<file path="config.mk">
export PLATFORM = sky130hd
export DESIGN_NAME = sia_div_stage
export DESIGN_NICKNAME = d
export VERILOG_FILES = /design/src/rtl/core/sia_pkg.sv /design/src/rtl/core/sia_div_stage.sv
export SDC_FILE = /design/constraint.sdc
export NUM_CORES = 1
export LEC_CHECK = 0
export BUFFER_PORTS_ARGS = -buffer_cell sky130_fd_sc_hd__buf_2
export CAP_MARGIN = 10
export CORE_MARGIN = 4
export CORE_UTILIZATION = 30
export DETAILED_ROUTE_END_ITERATION = 10
export MAX_ROUTING_LAYER = met4
export SYNTH_ARGS = -nofsm -noshare
export SYNTH_HDL_FRONTEND = slang
export SYNTH_SLANG_ARGS = --single-unit
</file>
<file path="constraint.sdc">
create_clock -name clk -period 4.5 [get_ports clk]
set_input_delay 0.9 -clock clk [delete_from_list [all_inputs] [get_ports clk]]
set_output_delay 0.9 -clock clk [all_outputs]
set_load 0.01 [all_outputs]
</file>
<file path="src/rtl/core/sia_pkg.sv">
package sia_pkg;

  localparam int DataWidthDef = 32;

  typedef enum logic [3:0] {
    OP_ADD = 4'd0,
    OP_SUB = 4'd1,
    OP_MUL = 4'd2,
    OP_DIV = 4'd3,
    OP_MOD = 4'd4,
    OP_EQ  = 4'd5,
    OP_NE  = 4'd6,
    OP_GT  = 4'd7,
    OP_GE  = 4'd8,
    OP_LT  = 4'd9,
    OP_LE  = 4'd10
  } opcode_t;

  typedef enum logic [1:0] {
    ST_OK      = 2'd0,
    ST_DIVZERO = 2'd1,
    ST_BADOP   = 2'd2
  } status_t;

  // Per-stage control that travels alongside the datapath
  typedef struct packed {
    logic    valid;
    logic    is_div;
    logic    is_mod;
    logic    neg_q;
    logic    neg_r;
    logic    is_boolean;
    status_t status;
  } ctl_t;

endpackage

</file>
<file path="src/rtl/core/sia_div_stage.sv">
// One restoring-division step per stage: shift in one dividend bit, trial subtract.
module sia_div_stage #(
  parameter int DATA_WIDTH = sia_pkg::DataWidthDef
) (
  input  logic                  clk,
  input  logic                  rst_n,
  input  logic                  adv,
  input  logic                  in_valid,
  input  logic [DATA_WIDTH-1:0] rem_in,
  input  logic [DATA_WIDTH-1:0] quo_in,
  input  logic [DATA_WIDTH-1:0] dvs_in,
  output logic                  out_valid,
  output logic [DATA_WIDTH-1:0] rem_out,
  output logic [DATA_WIDTH-1:0] quo_out,
  output logic [DATA_WIDTH-1:0] dvs_out
);
  import sia_pkg::*;

  logic [DATA_WIDTH:0]   trial;
  logic [DATA_WIDTH:0]   diff;
  logic [DATA_WIDTH-1:0] rem_nxt;
  logic [DATA_WIDTH-1:0] quo_nxt;
  logic                  valid_r;
  logic [DATA_WIDTH-1:0] rem_r;
  logic [DATA_WIDTH-1:0] quo_r;
  logic [DATA_WIDTH-1:0] dvs_r;

  // trial subtract of divisor from shifted partial remainder
  always_comb begin
    trial = {rem_in, quo_in[DATA_WIDTH-1]};
    diff  = trial - {1'b0, dvs_in};
    if (!diff[DATA_WIDTH]) begin
      rem_nxt = diff[DATA_WIDTH-1:0];
      quo_nxt = {quo_in[DATA_WIDTH-2:0], 1'b1};
    end else begin
      rem_nxt = trial[DATA_WIDTH-1:0];
      quo_nxt = {quo_in[DATA_WIDTH-2:0], 1'b0};
    end
  end

  always_ff @(posedge clk) begin
    if (!rst_n) begin
      valid_r <= 1'b0;
    end else if (adv) begin
      valid_r <= in_valid;
    end
  end

  always_ff @(posedge clk) begin
    if (adv) begin
      rem_r <= rem_nxt;
      quo_r <= quo_nxt;
      dvs_r <= dvs_in;
    end
  end

  assign out_valid = valid_r;
  assign rem_out   = rem_r;
  assign quo_out   = quo_r;
  assign dvs_out   = dvs_r;

endmodule

</file>
# Word-level counts from Yosys, hierarchy flattened
# Cells that the tools add are included.
[totals]
n_memories = 0
latchBits = 0
ram_bits = 0
rom_bits = 0
out_inout_bits = 97
reg_bits = 97
inputBits = 100
[classes]
n_lt_le_gt_ge = 0
n_reduce_logical = 0
n_eq_ne = 0
n_addsub = 1
multipliers = 0
n_bitwise = 0
n_shift = 0
n_div = 0
n_mux = 2
[ops]
columns = ["op", "n"]
rows = [
  ["$sub 33x32->33", 1],
  ["$mux 32", 1],
  ["$mux 1", 1],
]

# Depth between registers and ports, before layout
# Gate-level depths: netlist of run 1.
[depth]
word_depth = 2
depth_mapped = 12
depth_no_buf = 11

# Worst setup path before layout of run 1
# OpenSTA, ideal clock, no wires.
[synth_timing]
path_type = "in2reg"
start = "input quo_in[31]"
end = "register rem_r[10] (netlist: rem_out[10]), data pin"
arrival_time_ns = 3.174
path_slack_ns = 1.066
cell_stages = 12
cell_sequence = "inv_1 ha_1 fa_1 nand2b_1 a21oi_1 o211ai_1 a21oi_1 o31a_2 mux2i_1 nor2_2 buf_6 mux2_4"
[synth_between]
elab_chain_cells = 2
[synth_rtl]
columns = ["element", "line", "text"]
rows = [
  ["from (decl)", "sia_div_stage.sv:10", "input logic [DATA_WIDTH-1:0] quo_in,"],
  ["$sub 33x32->33", "sia_div_stage.sv:31", "diff = trial - {1'b0, dvs_in};"],
  ["$mux 32", "sia_div_stage.sv:32", "if (!diff[DATA_WIDTH]) begin"],
  ["named net rem_nxt[10]", "sia_div_stage.sv:21", "logic [DATA_WIDTH-1:0] rem_nxt;"],
  ["to (signal assigned)", "sia_div_stage.sv:51", "rem_r <= rem_nxt;"],
  ["to (decl)", "sia_div_stage.sv:24", "logic [DATA_WIDTH-1:0] rem_r;"],
]
# The timed path passes the listed nets, and every way through them passes these cells.
# A chain may end at the register's enable or synchronous reset.

# Worst setup path after layout of run 1
[layout_timing]
start = "input quo_in[31]"
end = "register rem_r[21] (netlist: rem_out[21]), data pin"
# The elaborated chain is that of the path after synthesis.

==> results of run 1 <==
[stage by stage]
stage | cell area (um2) | std cells | hold slack [ns] | setup TNS, ns
after floorplan | 5410 | 443 | 0.538 | 0
after global placement | 6710 | 866 | 0.490 | -0.0519
after detailed placement | 6710 | 866 | 0.540 | -0.547
after CTS | 6990 | 882 | 0.546 | 0
after global routing | 6990 | 882 | 0.582 | 0
final | 6990 | 882 | 0.535 | 0
[worst paths after layout]
path	from	cells past startpoint	end	slack, ns
setup reg to reg	out_valid	2	out_valid	3.90
hold reg to reg	out_valid	2	out_valid	0.54
hold / removal	out_valid	2	out_valid	0.54
setup / recovery	quo_in[31]	13	rem_out[21]	0.37
[tightest hold or removal path, stage by stage, from the launching register on]
cell and delay [ns]:
dfxtp_1 0.31, mux2i_1 0.12, nor2b_1 0.06
[cell families after synthesis]
kind of cell / after synthesis
AO/OA/AOI/OAI: 107
AND/OR/NAND/NOR: 100
buffers and inverters: 49
XOR/XNOR: 23
adder cells (fa/ha/maj): 33
multiplexers: 34
flip-flops: 97
[report_power, final]
part	switching, W	internal (W)	total, W
Sequential	0.0000226	0.00111	0.00113
Combinational	0.000345	0.000306	0.000651
Clock	0.000362	0.000386	0.000748
Total	0.000730	0.00180	0.00253
[final cells by class]
type                       instances  area (um2)
multi-input combinational        297        2300
fill                            1751       10500
clock buffer                       9         225
timing repair buffer             209        1080
inverter                          38         143
clock inverter                     7        58.8
tap                              225         282
sequential                        97        2900
[cell usage after synthesis, types with 3 or more instances]
cell and count:
nor3_1 4, nand2_1 27, a21bo_2 3, o21bai_1 5
buf_6 3, o211ai_1 6, a21o_1 18, nor2b_1 6
nand2b_1 8, clkbuf_1 5, nand3_1 10, o21ai_0 17
ha_1 32, a211oi_1 3, a21oi_1 38, and2_1 3
edfxtp_1 96, nand4_1 6, and3_1 4, inv_1 38
mux2i_1 6, o21a_1 5, and4_1 3, nor2_1 18
xnor2_1 13, mux2_4 25, xor2_1 10, mux2_2 3
[sequential cells by signal, indices dropped and copies added, names as in the netlist]
register,flops
dvs_out,32
quo_out,32
rem_out,32
out_valid,1
[routing by layer]
layer	vias up	part of all wire, %
met5	-	0
met4	0	1.6
met3	13	7.1
met2	133	46
met1	1899	45
li1	2061	-
==> impl_metrics.ini, run 1 <==
[cells_and_area]
diodes = 0
final_util_pct = 40.0
drive_gt1_share_pct = 39.4
layout_commonest_cell = buf_2
nNetsFinal = 785
areaGrowthSynthToFinish_pct = 29.3
mostFrequentLayoutCells = buf_2 (195), edfxtp_1 (96), inv_1 (38), a21oi_1 (38), ha_1 (32)

[synthesis]
syn_inst = 443
synthDominantCellAreaShare_pct = 53.3
yosysSeqAreaShare_pct = 53.7
synth_xor_xnor_area_share_pct = 3.73
synth_top_family_by_area = compound AO/OA/AOI/OAI gates
ys.flop_type = edfxtp_1
async_flop_share_pct = 0
post_synth.cell_area_avg_um2 = 12.2
synth_area_leader_cell = edfxtp_1
ys_warn_count = 0
syn_area_mm2 = 0.00541
ys_ff_latch = 97
synth_edf_count = 96
synth_compound_area_share_pct = 12.7
synthAdderAreaFrac_pct = 7.78
synth_nets = 576
synthMuxAreaShare_pct = 8.68
synth-simple-area-share_pct = 9.58
synth_area_leaders = edfxtp_1 (53%), ha_1 (7.4%), mux2_4 (6.9%)
ys_types = 50

[sta]
finClkSkew_ns = 0
fmax_mhz = 242
drv_slew = 0
relSlewSlack_pct = 26.5
grt_setup_unrepaired = false
worst_slew_pin_slew_ns = 1.10
period_share_pct = 91.7
setup_ws_ns = 0.372
hold_viol = 0
min_period_ns = 4.13
setup_viol = 0

[clocking]
htreeDepth = 3
hold_buffers = 0
clockBufferDepth = 2
cts_tree = built
clkTransAtPathRegs_ns = 0.07
clock_latency_ns = 0.35
postCtsSetupRepairBufs = 0
ctsResizeCount = 0
root_buffer = clkbuf_16
cts_made_buffers = 9
cts_sinks = 97

[global_routing]
grt_use_met3_pct = 2.25
antenna_found_initial = 0
grt_pass1_vias = 4258
grt_max_degree = 48
grt_usage_pct = 14.3
grt_use_met2_pct = 22.4
gr-total-overflow = 0
grt_busiest_layer = met2
grt_pass1_wl_mm = 22.3
use_met1_pct = 19.1

[routing]
drc_errors = 0
wl_mm = 14.3
firstDrtPassIters = 4
ant_nets = 0
drtIter0Drc = 208
viasPerCell = 4.66
routedWlPerCell_um = 16.2
vias = 4106

[setup_path]
end_kind = register
cp_data_arrival_time_ns = 4.23
cpPeakStageDelay_ns = 0.86
path_class = primary input to register
cp.required_ns = 4.60
path_delay_family = simple AND/OR/NAND/NOR gates
worstPathCellList = buf_2 -> inv_1 -> ha_1 -> fa_1 -> nand2b_1 -> a21oi_1 -> o211ai_1 -> a21oi_1 -> o31a_2 -> mux2i_1 -> nor2_4 -> buf_4 -> mux2_4
cpMostUsedCell = a21oi_1
crit_slowest_cell = nor2_4
startpoint_type = primary input
crit_fanout = 28
cp_num_buf_inv = 3

[floorplanning]
die_x_um = 142
ios = 197
dieArea_mm2 = 0.0202
row_count = 48
start_util_pct = 30.9
die_height_um = 142
core_mm2 = 0.0175

[placement]
hpwlAfterDp_mm = 11.5
portBuffers = 196
gp_congestion = 0.821
pre_cts_slack_ns = -0.102

[power]
leakagePower_nw = 3.21
power_density_mw_per_mm2 = 362
vdd_drop_max_mv = 0.214
power_w = 0.00253

[status]
outcome = finished, final reports clean

[worst_hold_path]
min_path_type = register to register

[job]
drv_cap = 0
Note: power is estimated with default switching activity, not from simulation.
==> inputs of run 2 (changes only) <==
--- a/config.mk
+++ b/config.mk
@@ -5,6 +5,7 @@
 export SDC_FILE = /design/constraint.sdc
 export NUM_CORES = 1
 export LEC_CHECK = 0
+export ABC_AREA = 1
 export BUFFER_PORTS_ARGS = -buffer_cell sky130_fd_sc_hd__buf_2
 export CAP_MARGIN = 10
 export CORE_MARGIN = 4
==> run 2 against run 1 <==
Compared with the run above: sequential power hardly changed; worst hold slack better by 0.019 ns; first-iteration DRC count is 1.4% higher; die area is 12% higher; critical path depth is 3 higher; final cell count is 42% higher; register-to-register slack worse by 0.05 ns; clock skew stayed put; total power hardly changed; clock power is 2% higher; combinational power hardly changed; largest cell class unchanged; largest power group unchanged.
==> impl_metrics.ini, run 2 <==
[synthesis]
async_flop_share_pct = 0
synth_nets = 913
syn_area_mm2 = 0.00607
synth_edf_count = 96
synth_common_cells = nand2_1 (333), inv_1 (156), edfxtp_1 (96)
synth_area_leaders = edfxtp_1 (47%), nand2_1 (21%), inv_1 (9.6%)
post_synth.cell_area_avg_um2 = 7.78
synthDominantCellAreaShare_pct = 47.5
syn_inst = 780
synth_area_leader_cell = edfxtp_1
post-synth-top-count-cell = nand2_1
ys_ff_latch = 97
yosysSeqAreaShare_pct = 47.8
ys_warn_count = 0
ys_types = 27
ys.flop_type = edfxtp_1

[sta]
grt_setup_unrepaired = false
period_share_pct = 63.3
setup_ws_ns = 1.65
min_period_ns = 2.85
drv_slew = 0
hold_viol = 0
finClkSkew_ns = 0
fmax_mhz = 351
setup_viol = 0
worst_slew_pin_slew_ns = 0.481
relSlewSlack_pct = 67.9
tns_ns = 0

[routing]
ant_nets = 0
firstDrtPassIters = 7
vias = 5361
wl_mm = 17.6
drtIter0Drc = 211
viasPerCell = 4.28
routedWlPerCell_um = 14.1
drc_errors = 0

[setup_path]
path_class = primary input to register
r2r_end = out_valid
cp.required_ns = 4.61
startpoint_type = primary input
cp_data_arrival_time_ns = 2.96
ff2ff_setup_slack_ns = 3.85
end_kind = register
crit_path_start = quo_in[31]
crit_fanout = 33
timing.rr.start = out_valid
reg2reg_depth = 2

[clocking]
hold_buffers = 0
cts_made_buffers = 9
htreeDepth = 3
clkTransAtPathRegs_ns = 0.08
postCtsSetupRepairBufs = 0
ctsResizeCount = 0
clock_latency_ns = 0.36
root_buffer = clkbuf_16
clockBufferDepth = 2
cts_sinks = 97
cts_tree = built

[floorplanning]
ios = 197
die_height_um = 150
row_count = 51
dieArea_mm2 = 0.0226
start_util_pct = 30.9
core_mm2 = 0.0197
die_x_um = 150

[power]
seqPwrFrac_pct = 44.4
p_switching_w = 0.000809
power_w = 0.00253
internal-power_w = 0.00172
power_density_mw_per_mm2 = 332
leakagePower_nw = 4.16
p_clk_share_pct = 30.0
comb_power_share_pct = 25.6
p_sw_share_pct = 32.0
vdd_drop_max_mv = 0.186

[worst_hold_path]
min_path_type = register to register
whs_path_depth = 2
hp-start = out_valid
holdPathEnd = out_valid

[placement]
portBuffers = 196
hpwlAfterDp_mm = 14.4
gp_congestion = 0.895
pre_cts_slack_ns = 1.25

[cells_and_area]
layout_commonest_cell = nand2_1
diodes = 0
nNetsFinal = 1116
areaGrowthSynthToFinish_pct = 25.7
mostFrequentLayoutCells = nand2_1 (333), buf_2 (195), inv_1 (156), edfxtp_1 (96), nor2_1 (38)
drive_gt1_share_pct = 23.2

[status]
outcome = finished, final reports clean

[global_routing]
gr-total-overflow = 0
antenna_found_initial = 0
grt_pass1_vias = 5277
grt_pass1_wl_mm = 27.1
grt_usage_pct = 16.1
grt_max_degree = 42

[job]
drv_cap = 0
[run 2: cell count changes in the layout (fill, tap and decap cells not counted), sizes merged, moves of 17 or more]
cell   change
mux2      -28
nor2      +20
o21ai     -17
a21o      -18
nand3     +21
nand2    +316
inv      +118
[run 2: final cells by class]
cell class	count	area (um2)
fill	2129	12000
sequential	97	2900
multi-input combinational	519	2520
timing repair buffer	198	998
inverter	158	593
tap	265	332
clock buffer	9	225
clock inverter	7	61.3
[run 2: stage by stage]
| stage | cells | hold WS (ns) | util (%) | cell area, um2 |
|---|---|---|---|---|
| 6_report | 1253 | 0.554 | 38.8 | 7630 |
| 5_1_grt | 1253 | 0.585 | 38.8 | 7630 |
| 3_5_place_dp | 1237 | 0.533 | 37.4 | 7340 |
| 4_1_cts | 1253 | 0.554 | 38.8 | 7630 |
| 2_1_floorplan | 780 | 0.555 | - | 6070 |
| 3_3_place_gp | 1237 | 0.519 | 37.4 | 7340 |
[run 2: how the worst max path moves through the flow]
| stage | slack [ns] | end | depth (start not counted) |
|---|---|---|---|
| 2_1_floorplan | 1.75 | rem_out[17] | 16 |
| 3_3_place_gp | 1.36 | rem_out[27] | 16 |
| 3_5_place_dp | 1.25 | rem_out[19] | 16 |
| 4_1_cts | 1.63 | rem_out[19] | 16 |
| 5_1_grt | 1.46 | rem_out[27] | 16 |
| 6_report | 1.65 | rem_out[19] | 16 |
[run 2: kinds of logic (layout without fill, tap and decap cells)]
group	Yosys count	count (layout)	synth area share, %
adders and majority gates	33	33	6.93
AOI/OAI and AO/OA	35	35	3.30
DFF	97	97	47.8
buffers and inverters	164	372	10.7
xor gates and xnor gates	15	15	2.16
and+or+nand+nor	436	436	29.1
[run 2: worst max-delay path, stage by stage]
cell and delay, ns:
buf_2 0.08, inv_1 0.04, ha_1 0.22, fa_1 0.43, inv_1 0.13, nand2_1 0.06, nand2_1 0.07, nand3_1 0.09
nand2_2 0.12, nand2_1 0.07, nand2_2 0.08, nand2_2 0.08, nand3_1 0.11, nand2_4 0.27, nand2_1 0.17, nand2_1 0.06
[run 2: layer usage]
metal	GRT usage [%]	wire length, um	vias up
met3	2.95	1070	11
met1	21.1	8360	2372
met4	4.25	204	0
met2	25.8	8010	159
met5	-	0	-
li1	-	-	2819
[run 2: power groups by stage]
stage,logic [W],clock network [W],registers (W)
2_1_floorplan,0.000344,0,0.00120
3_3_place_gp,0.000651,0,0.00114
3_5_place_dp,0.000658,0,0.00114
4_1_cts,0.000660,0.000794,0.00112
5_1_grt,0.000738,0.000823,0.00113
6_report,0.000648,0.000760,0.00112
==> inputs of run 3 (changes only) <==
==> constraint.sdc (replaced) <==
create_clock -name clk -period 2.7 [get_ports clk]
set_input_delay 0.54 -clock clk [delete_from_list [all_inputs] [get_ports clk]]
set_output_delay 0.54 -clock clk [all_outputs]
set_load 0.01 [all_outputs]
==> run 3 against run 2 <==
Compared with the run above: final cell count is 1.1% higher; utilization is 1.2 points higher; count of clock-buffer cells in the layout is 1 higher; first-iteration DRC count is 17% higher; sequential power is 67% higher; non-clock buffer count is 14 higher; clock power is 99% higher; worst setup slack worse by 1.2 ns; register-to-register slack worse by 1.8 ns; final area is 3.1% higher; routed wire length is 0.44% higher.
==> impl_metrics.ini, run 3 (synthesis results as in run 2) <==
[power]
vdd_drop_max_mv = 0.341
power_density_mw_per_mm2 = 574
internal-power_w = 0.00319
p_switching_w = 0.00133
p_sw_share_pct = 29.4
comb_power_share_pct = 25.2
leakagePower_nw = 4.29
seqPwrFrac_pct = 41.4
p_clk_share_pct = 33.3

[setup_path]
cp_num_buf_inv = 4
crit_slowest_cell = fa_1
end_kind = register
path_class = primary input to register
reg2reg_depth = 2
path_delay_family = simple AND/OR/NAND/NOR gates
cpMostUsedCell = nand2_1
startpoint_type = primary input
cp.required_ns = 2.81
crit_fanout = 19
worstPathCellList = buf_2 -> inv_1 -> ha_1 -> fa_1 -> inv_1 -> nand2_1 -> nand2_1 -> nand3_1 -> nand2_2 -> nand2_1 -> nand2_2 -> nand2_2 -> nand3_1 -> nand2_4 -> buf_12 -> nand2_1 -> nand2_1
cpPeakStageDelay_ns = 0.40
cp_data_arrival_time_ns = 2.37
crit_cells = 17

[global_routing]
grt_usage_pct = 16.1
grt_pass1_wl_mm = 27.4
gr-total-overflow = 0
antenna_found_initial = 0
grt_max_degree = 38
grt_pass1_vias = 5254

[sta]
period_share_pct = 83.6
setup_ws_ns = 0.442
setup_viol = 0
relSlewSlack_pct = 71.5
finClkSkew_ns = 0
fmax_mhz = 443
min_period_ns = 2.26
tns_ns = 0
grt_setup_unrepaired = false
drv_slew = 0
hold_viol = 0
worst_slew_pin_slew_ns = 0.428

[clocking]
clockBufferDepth = 2
cts_sinks = 97
ctsResizeCount = 0
hold_buffers = 0
root_buffer = clkbuf_16
htreeDepth = 3
clock_latency_ns = 0.35
clkTransAtPathRegs_ns = 0.07
cts_made_buffers = 9
cts_tree = built
postCtsSetupRepairBufs = 0

[status]
outcome = finished, final reports clean

[cells_and_area]
areaGrowthSynthToFinish_pct = 29.6
layout_commonest_cell = nand2_1
fillCellCount = 2106
diodes = 0
drive_gt1_share_pct = 24.3
stdcell_count = 1267
nNetsFinal = 1130
multi_input_area_mm2 = 0.00252
mostFrequentLayoutCells = nand2_1 (333), buf_2 (195), inv_1 (156), edfxtp_1 (96), nor2_1 (38)
regArea_mm2 = 0.00290
final_util_pct = 40.0

[floorplanning]
ios = 197
core_mm2 = 0.0197
die_height_um = 150
row_count = 51
start_util_pct = 30.9
die_x_um = 150
dieArea_mm2 = 0.0226

[placement]
dp_cells = 1251
pre_cts_slack_ns = 0.0680
gp_congestion = 0.908
portBuffers = 196
hpwlAfterDp_mm = 14.6

[routing]
viasPerCell = 4.23
drc_errors = 0
drtIter0Drc = 247
vias = 5362
firstDrtPassIters = 4
routedWlPerCell_um = 14.0
ant_nets = 0
wl_mm = 17.7

[worst_hold_path]
min_path_type = primary input to register
whs_path_depth = 1

[job]
drv_cap = 0
## run 3: layout make-up
class                           count  area share (%)
Timing Repair Buffer              212            15.0
Clock buffer                       10            2.91
Inverter                          158            7.54
Tap cell                          265            4.22
Sequential cell                    97            36.9
Multi-Input combinational cell    519            32.0
Clock inverter                      6            1.43
## run 3: worst reg2reg max path, delay by kind of cell, from the launching register on
family | cells | cell delay [ns]
AOI/OAI and AO/OA | 2 | 0.22
DFF | 1 | 0.31
## run 3: worst paths after layout
check             start          end  slack [ns]
max          quo_in[31]   rem_out[3]        0.44
min          quo_in[22]  quo_out[23]        0.36
max reg2reg   out_valid    out_valid        2.06
min reg2reg   out_valid    out_valid        0.55
## run 3: power groups by stage
| stage | logic (W) | clock network (W) | registers, W |
|---|---|---|---|
| after global placement | 0.00114 | 0 | 0.00191 |
| after CTS | 0.00116 | 0.00156 | 0.00187 |
| after floorplan | 0.000573 | 0 | 0.00200 |
| after global routing | 0.00130 | 0.00163 | 0.00189 |
| final | 0.00114 | 0.00151 | 0.00187 |
| after detailed placement | 0.00115 | 0 | 0.00191 |
## run 3: per-layer routing
metal / GRT usage [%] / vias to the layer above / share of wire [%]
li1: - / 2858 / -
met1: 21.5 / 2340 / 48
met2: 25.6 / 154 / 45
met3: 3.40 / 10 / 6.0
met4: 3.11 / 0 / 0.97
met5: - / - / 0
## run 3: per-stage QoR
| stage | hold slack (ns) | power (W) | instance area [um2] |
|---|---|---|---|
| 2_1_floorplan | 0.555 | 0.00258 | 6070 |
| 3_3_place_gp | 0.519 | 0.00305 | 7520 |
| 3_5_place_dp | 0.538 | 0.00306 | 7520 |
| 4_1_cts | 0.340 | 0.00459 | 7870 |
| 5_1_grt | 0.330 | 0.00481 | 7870 |
| 6_report | 0.357 | 0.00452 | 7870 |
